### src/cau_pkg.sv
`timescale 1ns / 1ps
`default_nettype none
// ----------------------------------------------------------------------------
// cau_pkg
// Commands, status codes and the per-item control word of the complex unit.
// ----------------------------------------------------------------------------
package cau_pkg;

    typedef enum logic [1:0] {
        CMD_ADD = 2'd0,
        CMD_SUB = 2'd1,
        CMD_MUL = 2'd2,
        CMD_DIV = 2'd3
    } cmd_t;

    typedef enum logic [1:0] {
        ST_OK       = 2'd0,
        ST_DIV_ZERO = 2'd1,
        ST_SAT      = 2'd2
    } status_t;

    // control that travels with an item down the divide chain
    typedef struct packed {
        cmd_t cmd;
        logic div_zero;
        logic sat;
        logic neg_re;
        logic neg_im;
        logic ovf_re;
        logic ovf_im;
    } ctl_t;

endpackage
`default_nettype wire

### src/cau_div_cell.sv
`timescale 1ns / 1ps
`default_nettype none
// ----------------------------------------------------------------------------
// cau_div_cell
// One restoring-division step for both parts: one quotient bit per cell.
// ----------------------------------------------------------------------------
module cau_div_cell #(
    parameter int DATA_WIDTH = 16
) (
    input  logic                      aclk,
    input  logic                      aresetn,
    input  logic                      en,
    input  logic                      in_valid,
    input  cau_pkg::ctl_t             ctl_i,
    input  logic [2*DATA_WIDTH-1:0]   den_i,
    input  logic [2*DATA_WIDTH-1:0]   rem_re_i,
    input  logic [2*DATA_WIDTH-1:0]   rem_im_i,
    input  logic [DATA_WIDTH-1:0]     sr_re_i,
    input  logic [DATA_WIDTH-1:0]     sr_im_i,
    input  logic [DATA_WIDTH-1:0]     res_re_i,
    input  logic [DATA_WIDTH-1:0]     res_im_i,
    output logic                      valid_o,
    output cau_pkg::ctl_t             ctl_o,
    output logic [2*DATA_WIDTH-1:0]   den_o,
    output logic [2*DATA_WIDTH-1:0]   rem_re_o,
    output logic [2*DATA_WIDTH-1:0]   rem_im_o,
    output logic [DATA_WIDTH-1:0]     sr_re_o,
    output logic [DATA_WIDTH-1:0]     sr_im_o,
    output logic [DATA_WIDTH-1:0]     res_re_o,
    output logic [DATA_WIDTH-1:0]     res_im_o
);
    import cau_pkg::*;

    localparam int W = DATA_WIDTH;

    logic            valid_reg;
    ctl_t            ctl_reg;
    logic [2*W-1:0]  den_reg, rem_re_reg, rem_im_reg, rem_re_next, rem_im_next;
    logic [W-1:0]    sr_re_reg, sr_im_reg, sr_re_next, sr_im_next;
    logic [W-1:0]    res_re_reg, res_im_reg;
    logic [2*W:0]    t_re, t_im, d_re, d_im;
    logic            ge_re, ge_im;

    always_comb begin
        // bring down the next dividend bit, subtract where it fits
        t_re = {rem_re_i, sr_re_i[W-1]};
        t_im = {rem_im_i, sr_im_i[W-1]};
        d_re = t_re - {1'b0, den_i};
        d_im = t_im - {1'b0, den_i};
        ge_re = (t_re >= {1'b0, den_i});
        ge_im = (t_im >= {1'b0, den_i});
        rem_re_next = ge_re ? d_re[2*W-1:0] : t_re[2*W-1:0];
        rem_im_next = ge_im ? d_im[2*W-1:0] : t_im[2*W-1:0];
        sr_re_next = {sr_re_i[W-2:0], ge_re};
        sr_im_next = {sr_im_i[W-2:0], ge_im};
    end

    always_ff @(posedge aclk) begin
        if (!aresetn) begin
            valid_reg <= 1'b0;
        end else if (en) begin
            valid_reg <= in_valid;
        end
    end

    always_ff @(posedge aclk) begin
        if (en) begin
            ctl_reg    <= ctl_i;
            den_reg    <= den_i;
            rem_re_reg <= rem_re_next;
            rem_im_reg <= rem_im_next;
            sr_re_reg  <= sr_re_next;
            sr_im_reg  <= sr_im_next;
            res_re_reg <= res_re_i;
            res_im_reg <= res_im_i;
        end
    end

    assign valid_o  = valid_reg;
    assign ctl_o    = ctl_reg;
    assign den_o    = den_reg;
    assign rem_re_o = rem_re_reg;
    assign rem_im_o = rem_im_reg;
    assign sr_re_o  = sr_re_reg;
    assign sr_im_o  = sr_im_reg;
    assign res_re_o = res_re_reg;
    assign res_im_o = res_im_reg;

endmodule
`default_nettype wire

### config.mk
export PLATFORM = sky130hd
export DESIGN_NAME = cau_div_cell
export DESIGN_NICKNAME = d
export VERILOG_FILES = /design/src/cau_pkg.sv /design/src/cau_div_cell.sv
export SDC_FILE = /design/constraint.sdc
export NUM_CORES = 1
export LEC_CHECK = 0
export BUFFER_PORTS_ARGS = -buffer_cell sky130_fd_sc_hd__buf_2
export CORE_MARGIN = 1
export CORE_UTILIZATION = 45
export DETAILED_ROUTE_END_ITERATION = 10
export GPL_TIMING_DRIVEN = 0
export PLACE_DENSITY = 0.72
export SETUP_SLACK_MARGIN = 0.15
export SKIP_CTS_REPAIR_TIMING = 1
export SYNTH_ARGS = -nofsm -noshare
export SYNTH_HDL_FRONTEND = slang
export SYNTH_SLANG_ARGS = --single-unit
### constraint.sdc
create_clock -name aclk -period 3.5 [get_ports aclk]
set_clock_uncertainty 0.2 [all_clocks]
set_input_delay 0.35 -clock aclk [delete_from_list [all_inputs] [get_ports aclk]]
set_output_delay 0.35 -clock aclk [all_outputs]
set_load 0.1 [all_outputs]
==> results.cfg <==
[outcome]
status = finished, violations left
violations = hold timing

[clock_network]
clockBufferDepth = 2
h-tree-depth = 4
clkSlewWorstSetupHoldPaths_ps = 70
cts_buffers = 17
cts_tree = built
clkSinkCount = 169
root_buffer = clkbuf_16
worstSkewPairLatency_ps = 420

[floorplan]
die_w_um = 145
die_h_um = 145
start_util_pct = 45.9
rows = 52
dieArea_um2 = 21100
core_um2 = 20200
io_pins = 341

[synthesis]
synthTopCellsByArea = edfxtp_1 55%, ha_1 8.7%, nand2_1 3.9%, o21ai_0 3.8%, a21oi_1 3.5%
synth_cell_types = 55
synthArstFlopShare_pct = 0
yosysTopAreaCell = edfxtp_1
yosysSeqAreaShare_pct = 54.7
yosysWarnings = 0
syn_area_per_cell_um2 = 11.1
synth-seq-cells = 169
syn_area_um2 = 9260
syn-num-nets = 1071
synth.top_cell.area_share_pct = 54.5
syn_inst = 833
synth-edff-count = 168
dominantRegCellSynth = edfxtp_1

[sta]
tightest_slew_ps = 647
rsz0062_at_grt = no
holdWs_ps = -14.6
fmax_mhz = 327
setup_slack_ps = 440
timing.final.crit_share_pct = 87.4
setup_violations = 0
hold_viol = 1
period_minus_slack_ps = 3060
relSlewSlack_pct = 56.9
drv_slew = 0

[placement]
hpwl_um = 20800
io_buffers = 340
dp.cells = 1444
gp_congestion = 0.945
place_ws_ps = -162

[detailed_routing]
drt-pass1-iter-count = 5
drtIter0Drc = 560
avgViaCountPerCell = 5.20
antenna_left = 0
wirelength_um = 28100
drc = 0
vias = 8220
wire_per_inst_um = 17.8

[final_layout]
utilization_pct = 64.2
final_cell_mix = 344 x buf_2, 168 x edfxtp_1, 102 x dlygate4sd3_1
area_growth_pct = 40.0
layout_commonest_cell = buf_2
nets = 1533
fillCellCount = 1602
final_cells = 1581
drive_gt1_share_pct = 30.7

[setup_path]
worstSetupEndpointType = flip-flop
criticalPathCategory = input port to flip-flop
cp.required_ps = 3430
cp.arrival_ps = 2990
crit_path_start_kind = input port
cp_max_fo = 10

[global_routing]
overflow = 0
track_usage_pct = 24.7
grt_pass1_wl_um = 39900
antenna_found_initial = 5
grt_max_degree = 121
grt_pass1_vias = 7523

[hold_path]
hp-class = input port to flip-flop

[pwr]
p_leak_nw = 5.74
power_mw = 7.42
power.ir.vdd_worst_v = 0.000323
powerDensity_nw_per_um2 = 573

[job]
drv_cap = 0
==> cells by family (layout without fill, tap and decap cells) <==
kind of cell / count (synthesis) / after routing / synth area share (%)
buffers and inverters: 84 / 559 / 3.72
adder cells (fa/ha/maj): 66 / 66 / 9.08
flip-flops: 169 / 169 / 54.7
AO/OA/AOI/OAI: 238 / 238 / 15.6
XOR/XNOR: 56 / 56 / 5.30
AND/OR/NAND/NOR: 212 / 212 / 10.6
other: 0 / 3 / 0
multiplexers: 8 / 8 / 0.946
==> cell type report <==
cell class,instances,area (um2),area share [%]
multi-input cells,580,3860,29.8
repair buffers,443,2760,21.3
clock buffers,17,425,3.28
plain buffers,28,134,1.03
diodes,3,7.51,0.0579
inverters,56,210,1.62
flip-flops and latches,169,5060,39.1
clock inverters,15,159,1.23
well taps,270,338,2.61
==> path summary, 6_finish.rpt <==
check | startpoint | end | slack, ps | depth (start not counted)
hold reg to reg | valid_o$_SDFFE_PN0P_ | valid_o$_SDFFE_PN0P_ | 320 | 2
setup / recovery | den_i[4] | rem_re_o[15]$_DFFE_PP_ | 440 | 12
hold / removal | in_valid | valid_o$_SDFFE_PN0P_ | -10 | 3
setup reg to reg | valid_o$_SDFFE_PN0P_ | valid_o$_SDFFE_PN0P_ | 2710 | 2
==> state kept, by name, indices dropped and copies added (netlist names) <==
signal / flops
sr_im_o: 16
rem_im_o: 32
ctl_o: 8
res_re_o: 16
sr_re_o: 16
valid_o: 1
rem_re_o: 32
res_im_o: 16
den_o: 32
==> per-stage QoR <==
| stage | hold slack, ps | area, um2 | TNS [ps] |
|---|---|---|---|
| 6_report | -14.6 | 13000 | 0 |
| 3_3_place_gp | 292 | 11300 | -35400 |
| 3_5_place_dp | 310 | 11300 | -1560 |
| 5_1_grt | 19.0 | 12900 | 0 |
| 2_1_floorplan | 249 | 9260 | 0 |
| 4_1_cts | -125 | 11900 | 0 |
==> per-layer routing <==
metal	share of wire [%]	GRT usage (%)	vias to the layer above	wire (um)
met5	0.092	0	-	26
met4	2.7	7.63	4	755
met3	6.2	5.36	48	1760
met2	51	44.2	312	14300
met1	40	29.6	3859	11200
li1	-	-	3997	-
==> critical path, cell delays in order <==
cell	delay [ps]
buf_2	80
inv_1	90
ha_1	390
nand3_1	140
o21bai_1	220
a311oi_2	390
o2111ai_1	230
a21oi_2	300
a31oi_4	190
clkbuf_1	310
nand2_1	130
o21ai_0	150
==> synth_stat cells, drive strengths merged, types with 2 or more instances <==
library cell and n:
ha 64, nor2 28, a41oi 2, and3 9, a21o 25, nand3 25
o21a 2, mux2i 2, nor2b 10, a211oi 5, buf 8, a31oi 10
mux2 6, o22ai 2, nand2 99, o41a 2, nor3 7, o21bai 13
a31o 4, edfxtp 168, and2 6, xnor2 26, a311oi 3, or3 2
o21ai 89, o2111ai 2, and4 2, a21oi 65, nand4 15, a21boi 2
inv 56, fa 2, o211ai 6, xor2 30, nand2b 6, clkbuf 20
==> report_power, final <==
group          switching (mW)  total (mW)  internal, mW
sequential             0.0599        2.57          2.51
clock                   0.900        1.85         0.953
combinational            2.36        3.00         0.639
Power figures use the tool's default switching activity.
