`src/cau_pkg.sv`:
```
`timescale 1ns / 1ps
`default_nettype none
// ----------------------------------------------------------------------------
// cau_pkg
// Commands, status codes and the per-item control word of the complex unit.
// ----------------------------------------------------------------------------
package cau_pkg;

    typedef enum logic [1:0] {
        CMD_ADD = 2'd0,
        CMD_SUB = 2'd1,
        CMD_MUL = 2'd2,
        CMD_DIV = 2'd3
    } cmd_t;

    typedef enum logic [1:0] {
        ST_OK       = 2'd0,
        ST_DIV_ZERO = 2'd1,
        ST_SAT      = 2'd2
    } status_t;

    // control that travels with an item down the divide chain
    typedef struct packed {
        cmd_t cmd;
        logic div_zero;
        logic sat;
        logic neg_re;
        logic neg_im;
        logic ovf_re;
        logic ovf_im;
    } ctl_t;

endpackage
`default_nettype wire

```
`src/cau_front.sv`:
```
`timescale 1ns / 1ps
`default_nettype none
// ----------------------------------------------------------------------------
// cau_front
// Three stages: products, sums of products, then saturation and divide setup.
// ----------------------------------------------------------------------------
module cau_front #(
    parameter int DATA_WIDTH = 16,
    parameter int FRAC_BITS  = 8
) (
    input  logic                             aclk,
    input  logic                             aresetn,
    input  logic [2:0]                       en,
    input  logic                             in_valid,
    input  cau_pkg::cmd_t                    cmd_i,
    input  logic signed [DATA_WIDTH-1:0]     ar_i,
    input  logic signed [DATA_WIDTH-1:0]     ai_i,
    input  logic signed [DATA_WIDTH-1:0]     br_i,
    input  logic signed [DATA_WIDTH-1:0]     bi_i,
    output logic [2:0]                       valid_o,
    output cau_pkg::ctl_t                    ctl_o,
    output logic [2*DATA_WIDTH-1:0]          den_o,
    output logic [2*DATA_WIDTH-1:0]          rem_re_o,
    output logic [2*DATA_WIDTH-1:0]          rem_im_o,
    output logic [DATA_WIDTH-1:0]            sr_re_o,
    output logic [DATA_WIDTH-1:0]            sr_im_o,
    output logic [DATA_WIDTH-1:0]            res_re_o,
    output logic [DATA_WIDTH-1:0]            res_im_o
);
    import cau_pkg::*;

    localparam int W  = DATA_WIDTH;
    localparam int F  = FRAC_BITS;
    localparam int SW = 2 * W + 1;
    localparam int NW = 2 * W + F;
    localparam int CW = (W + F > 2 * W) ? W + F : 2 * W;

    localparam logic signed [SW-1:0] SMAX = {{(SW - W + 1){1'b0}}, {(W - 1){1'b1}}};
    localparam logic signed [SW-1:0] SMIN = ~SMAX;

    logic [2:0] valid_reg;

    // stage A
    cmd_t                  a_cmd_reg;
    logic signed [2*W-1:0] a_rr_reg, a_ii_reg, a_ri_reg, a_ir_reg, a_br2_reg, a_bi2_reg;
    logic signed [W:0]     a_as_reg, a_as_im_reg, a_as_next, a_as_im_next;

    // stage B
    cmd_t                  b_cmd_reg;
    logic signed [SW-1:0]  b_val_re_reg, b_val_im_reg, b_n_re_reg, b_n_im_reg;
    logic signed [SW-1:0]  b_val_re_next, b_val_im_next, mul_re, mul_im;
    logic [2*W-1:0]        b_den_reg, b_den_next;

    // stage C
    ctl_t                  c_ctl_reg, c_ctl_next;
    logic [2*W-1:0]        c_den_reg, c_rem_re_reg, c_rem_im_reg, c_rem_re_next, c_rem_im_next;
    logic [W-1:0]          c_sr_re_reg, c_sr_im_reg, c_res_re_reg, c_res_im_reg;
    logic [W-1:0]          c_sr_re_next, c_sr_im_next, c_res_re_next, c_res_im_next;
    logic [SW-1:0]         neg_re, neg_im;
    logic [NW-1:0]         nm_re, nm_im;
    logic [CW-1:0]         hi_re, hi_im, den_ext;
    logic                  sat_re, sat_im;

    always_comb begin
        if (cmd_i == CMD_SUB) begin
            a_as_next    = (W + 1)'(ar_i) - (W + 1)'(br_i);
            a_as_im_next = (W + 1)'(ai_i) - (W + 1)'(bi_i);
        end else begin
            a_as_next    = (W + 1)'(ar_i) + (W + 1)'(br_i);
            a_as_im_next = (W + 1)'(ai_i) + (W + 1)'(bi_i);
        end
    end

    always_comb begin
        mul_re = (SW'(a_rr_reg) - SW'(a_ii_reg)) >>> F;
        mul_im = (SW'(a_ri_reg) + SW'(a_ir_reg)) >>> F;
        if (a_cmd_reg == CMD_MUL) begin
            b_val_re_next = mul_re;
            b_val_im_next = mul_im;
        end else begin
            b_val_re_next = SW'(a_as_reg);
            b_val_im_next = SW'(a_as_im_reg);
        end
        b_den_next = $unsigned(a_br2_reg) + $unsigned(a_bi2_reg);
    end

    always_comb begin
        // clamp the non-divide result
        sat_re = 1'b0;
        sat_im = 1'b0;
        c_res_re_next = b_val_re_reg[W-1:0];
        c_res_im_next = b_val_im_reg[W-1:0];
        if (b_val_re_reg > SMAX) begin
            sat_re = 1'b1;
            c_res_re_next = SMAX[W-1:0];
        end else if (b_val_re_reg < SMIN) begin
            sat_re = 1'b1;
            c_res_re_next = SMIN[W-1:0];
        end
        if (b_val_im_reg > SMAX) begin
            sat_im = 1'b1;
            c_res_im_next = SMAX[W-1:0];
        end else if (b_val_im_reg < SMIN) begin
            sat_im = 1'b1;
            c_res_im_next = SMIN[W-1:0];
        end

        // divide on magnitudes; quotient below 2^W or flagged as overflow
        neg_re = -b_n_re_reg;
        neg_im = -b_n_im_reg;
        nm_re = NW'(b_n_re_reg[SW-1] ? neg_re[2*W-1:0] : b_n_re_reg[2*W-1:0]) << F;
        nm_im = NW'(b_n_im_reg[SW-1] ? neg_im[2*W-1:0] : b_n_im_reg[2*W-1:0]) << F;
        hi_re = CW'(nm_re[NW-1:W]);
        hi_im = CW'(nm_im[NW-1:W]);
        den_ext = CW'(b_den_reg);

        c_ctl_next.cmd      = b_cmd_reg;
        c_ctl_next.div_zero = (b_cmd_reg == CMD_DIV) && (b_den_reg == '0);
        c_ctl_next.sat      = (b_cmd_reg != CMD_DIV) && (sat_re || sat_im);
        c_ctl_next.neg_re   = b_n_re_reg[SW-1];
        c_ctl_next.neg_im   = b_n_im_reg[SW-1];
        c_ctl_next.ovf_re   = (hi_re >= den_ext);
        c_ctl_next.ovf_im   = (hi_im >= den_ext);
        c_rem_re_next = c_ctl_next.ovf_re ? '0 : hi_re[2*W-1:0];
        c_rem_im_next = c_ctl_next.ovf_im ? '0 : hi_im[2*W-1:0];
        c_sr_re_next  = nm_re[W-1:0];
        c_sr_im_next  = nm_im[W-1:0];
    end

    always_ff @(posedge aclk) begin
        if (!aresetn) begin
            valid_reg <= '0;
        end else begin
            if (en[0]) valid_reg[0] <= in_valid;
            if (en[1]) valid_reg[1] <= valid_reg[0];
            if (en[2]) valid_reg[2] <= valid_reg[1];
        end
    end

    always_ff @(posedge aclk) begin
        if (en[0]) begin
            a_cmd_reg   <= cmd_i;
            a_rr_reg    <= ar_i * br_i;
            a_ii_reg    <= ai_i * bi_i;
            a_ri_reg    <= ar_i * bi_i;
            a_ir_reg    <= ai_i * br_i;
            a_br2_reg   <= br_i * br_i;
            a_bi2_reg   <= bi_i * bi_i;
            a_as_reg    <= a_as_next;
            a_as_im_reg <= a_as_im_next;
        end
        if (en[1]) begin
            b_cmd_reg    <= a_cmd_reg;
            b_val_re_reg <= b_val_re_next;
            b_val_im_reg <= b_val_im_next;
            b_n_re_reg   <= SW'(a_rr_reg) + SW'(a_ii_reg);
            b_n_im_reg   <= SW'(a_ir_reg) - SW'(a_ri_reg);
            b_den_reg    <= b_den_next;
        end
        if (en[2]) begin
            c_ctl_reg    <= c_ctl_next;
            c_den_reg    <= b_den_reg;
            c_rem_re_reg <= c_rem_re_next;
            c_rem_im_reg <= c_rem_im_next;
            c_sr_re_reg  <= c_sr_re_next;
            c_sr_im_reg  <= c_sr_im_next;
            c_res_re_reg <= c_res_re_next;
            c_res_im_reg <= c_res_im_next;
        end
    end

    assign valid_o  = valid_reg;
    assign ctl_o    = c_ctl_reg;
    assign den_o    = c_den_reg;
    assign rem_re_o = c_rem_re_reg;
    assign rem_im_o = c_rem_im_reg;
    assign sr_re_o  = c_sr_re_reg;
    assign sr_im_o  = c_sr_im_reg;
    assign res_re_o = c_res_re_reg;
    assign res_im_o = c_res_im_reg;

endmodule
`default_nettype wire

```
`config.mk`:
```
export PLATFORM = sky130hd
export DESIGN_NAME = cau_front
export DESIGN_NICKNAME = d
export VERILOG_FILES = /design/src/cau_pkg.sv /design/src/cau_front.sv
export SDC_FILE = /design/constraint.sdc
export NUM_CORES = 2
export LEC_CHECK = 0
export BUFFER_PORTS_ARGS = -buffer_cell sky130_fd_sc_hd__buf_2
export CAP_MARGIN = 15
export CORE_ASPECT_RATIO = 1.1
export CORE_MARGIN = 2
export CORE_UTILIZATION = 40
export CTS_CLUSTER_DIAMETER = 200
export DETAILED_ROUTE_END_ITERATION = 10
export PLACE_DENSITY = 0.56
export SLEW_MARGIN = 20
export SYNTH_ARGS = -nofsm -noshare
export SYNTH_HDL_FRONTEND = slang
export SYNTH_SLANG_ARGS = --single-unit
```
`constraint.sdc`:
```
create_clock -name aclk -period 7.8 [get_ports aclk]
set_clock_uncertainty 0.2 [all_clocks]
set_input_delay 0 -clock aclk [delete_from_list [all_inputs] [get_ports aclk]]
set_output_delay 0 -clock aclk [all_outputs]
set_load 0.05 [all_outputs]
```
==> run metrics <==
status=complete, no violations; worst path cell trace=dlygate4sd3_1, buf_2, inv_1, buf_4, nor2_1, ha_1, inv_1, fa_1, inv_1, fa_1, fa_1, fa_1, inv_1, fa_1, inv_1, ha_1, nand3_1, o31ai_1, nor4_1, or3_1, o2111ai_1, a21oi_1, xnor2_1; Placer Congestion=0.951; adder-cell share of the synthesized area=0.470; CTS tree=yes; Layout fillers=20400; TritonRoute pass-1 iters=7; CTS Buffer Depth=3; Synth Area in Compound Gates=0.0755; area delta synth->final=8.00%; via density per instance=5.13; core area=211000 um2; CTS sink count=515; Post-CTS Repair Setup Buffers=0; sequential fraction of the synthesis area=0.182; Main synth FF type=edfxtp_1; Largest delay share family, worst path=adder cells; Via Count=59600; unrepaired setup endpoints after global routing=no; Final Hold Viols=0; H-tree depth=2; Boundary Pins=243; Final nets=11100; Syn Area/Cell=9.81 um2; initial antenna violation count=35; Critical Path AT=7300 ps; Area contributors post-synth=fa_1, edfxtp_1, ha_1; final setup violation count=0; required time of the critical path=8110 ps; largest family of logic cells by synthesized area=adder cells; # DRC=0; port bufs=210; CTS Hold Bufs=20; Worst Setup End Kind=register; Final ANT Viol Nets=0; Worst setup SP type=input pin; Cell Area, Synth=84900 um2; die area=216000 um2; Synth warnings=0; Worst Tran Pin Value=1210 ps; PostCTS Resize Cnt=0; #FFs+latches synth=515; post-synthesis xor/xnor area fraction=0.0486; mux cell area share after synthesis=0.000943; min Tclk post-route=6990 ps; Final Cycle Share=0.896; average wire per standard cell=21.8 um; Starting Density=0.402; die width=443 um; GRT Total Usage=0.238; Synth Instances=8648; top cells by count, synth=inv_1, fa_1, nand2_1, ha_1, and2_1; post-synthesis simple-gate area fraction=0.119; clk slew on worst S/H paths=70 ps; first-pass GRT wire length=386000 um; Setup CP Type=in -> reg; fraction of layout cells with a size suffix above 1=0.0627; Die Ht=487 um; cell taking the most area after synthesis=fa_1; count of buffer and inverter cells on the critical path=8; FP Rows=177; Synth top area share=0.358; Final Core Density=0.434; CP peak stage delay=890 ps; max cap viols=0; Slew Limit Fails=0; final wirelength=253000 um; clock latency on the worst-skew pair=720 ps; f_max=143 MHz; vias in the first global route=62900; clk root buf=clkbuf_16; grt ovf=0; EDFF count, synth=512; synth unique cells=80; cts bufs inserted=59; Setup TNS=0 ps; Slew HR=0.188; Hold Crit Class=in -> reg; initial DRC count=3872; post-DP HPWL=209000 um; CP max stage cell=o31ai_1; placed cells=11500; final std cells w/o fill=11600; Crit Path Max Fanout=21; share of flip-flops with an asynchronous set or reset after synthesis=0; most numerous cell in the Yosys netlist=inv_1; largest net degree at the start of global routing=144
## routing by layer
layer | vias up | GRT usage | wire (um)
li1 | 27000 | - | -
met1 | 30500 | 0.309 | 106000
met2 | 1747 | 0.402 | 122000
met3 | 365 | 0.0290 | 14000
met4 | 22 | 0.0965 | 11800
met5 | - | 0 | 157
## final timing paths
path	startpoint	endpoint	slack (ps)	cells after the start
worst max-delay path	bi_i[0]	a_bi2_reg[24]	810	23
worst min-delay path	ai_i[12]	a_as_im_reg[13]	60	5
worst max register to register	b_n_im_reg[2]	rem_im_o[13]	1900	17
worst min register to register	b_den_reg[24]	den_o[24]	280	0
## cell type report
class                      count  area (um2)  share of cell area
multi-input combinational   5842       60800               0.663
sequential                   515       15400               0.168
inverter                    1952        7330              0.0799
tap                         2774        3470              0.0379
timing repair buffer         399        2630              0.0287
clock buffer                  70        1540              0.0168
clock inverter                41         447             0.00487
antenna                       19        47.5            0.000519
## worst register-to-register path: cells and delay by family (launching register included)
kind	cells	cell delay [ps]
simple gates	8	2510
fa+ha+maj	1	380
flops	1	440
compound gates	7	1800
xor+xnor	1	390
## stage by stage
stage / instance area [um2] / worst slack (ps) / hold slack, ps
finish: 91700 / 809 / 58.1
global route: 91600 / 526 / 41.4
CTS: 91600 / 969 / 7.29
detailed placement: 89400 / 250 / 41.0
global placement: 89400 / 345 / 33.5
floorplan: 85000 / 1110 / -101
## cells in the final DEF (no fill, tap or decap), drive strengths merged, types with 24 or more instances in the layout
cell type	instances
a21oi	255
nand2	767
xor2	90
nor2b	48
nand2b	55
inv	1949
a21o	137
o21bai	55
nor2	382
nor4	33
nor3	60
or2	27
o21ai	166
buf	379
clkinv	31
ha	760
fa	1518
o21a	63
and2	538
nand3	68
edfxtp	512
conb	32
clkbuf	70
xnor2	381
a211oi	24
o31ai	46
or3	34
a31oi	32
a21boi	35
## kinds of logic after synthesis
| logic type | after synthesis |
|---|---|
| buf+inv | 2322 |
| fa+ha+maj | 2278 |
| simple gates | 2084 |
| compound gates | 969 |
| flops | 515 |
| xor+xnor | 471 |
| mux | 8 |
| other cells | 1 |
Power is left out: the tool's default activity adds up to more than one toggle a clock period on the data nets, which glitch-free logic cannot reach.
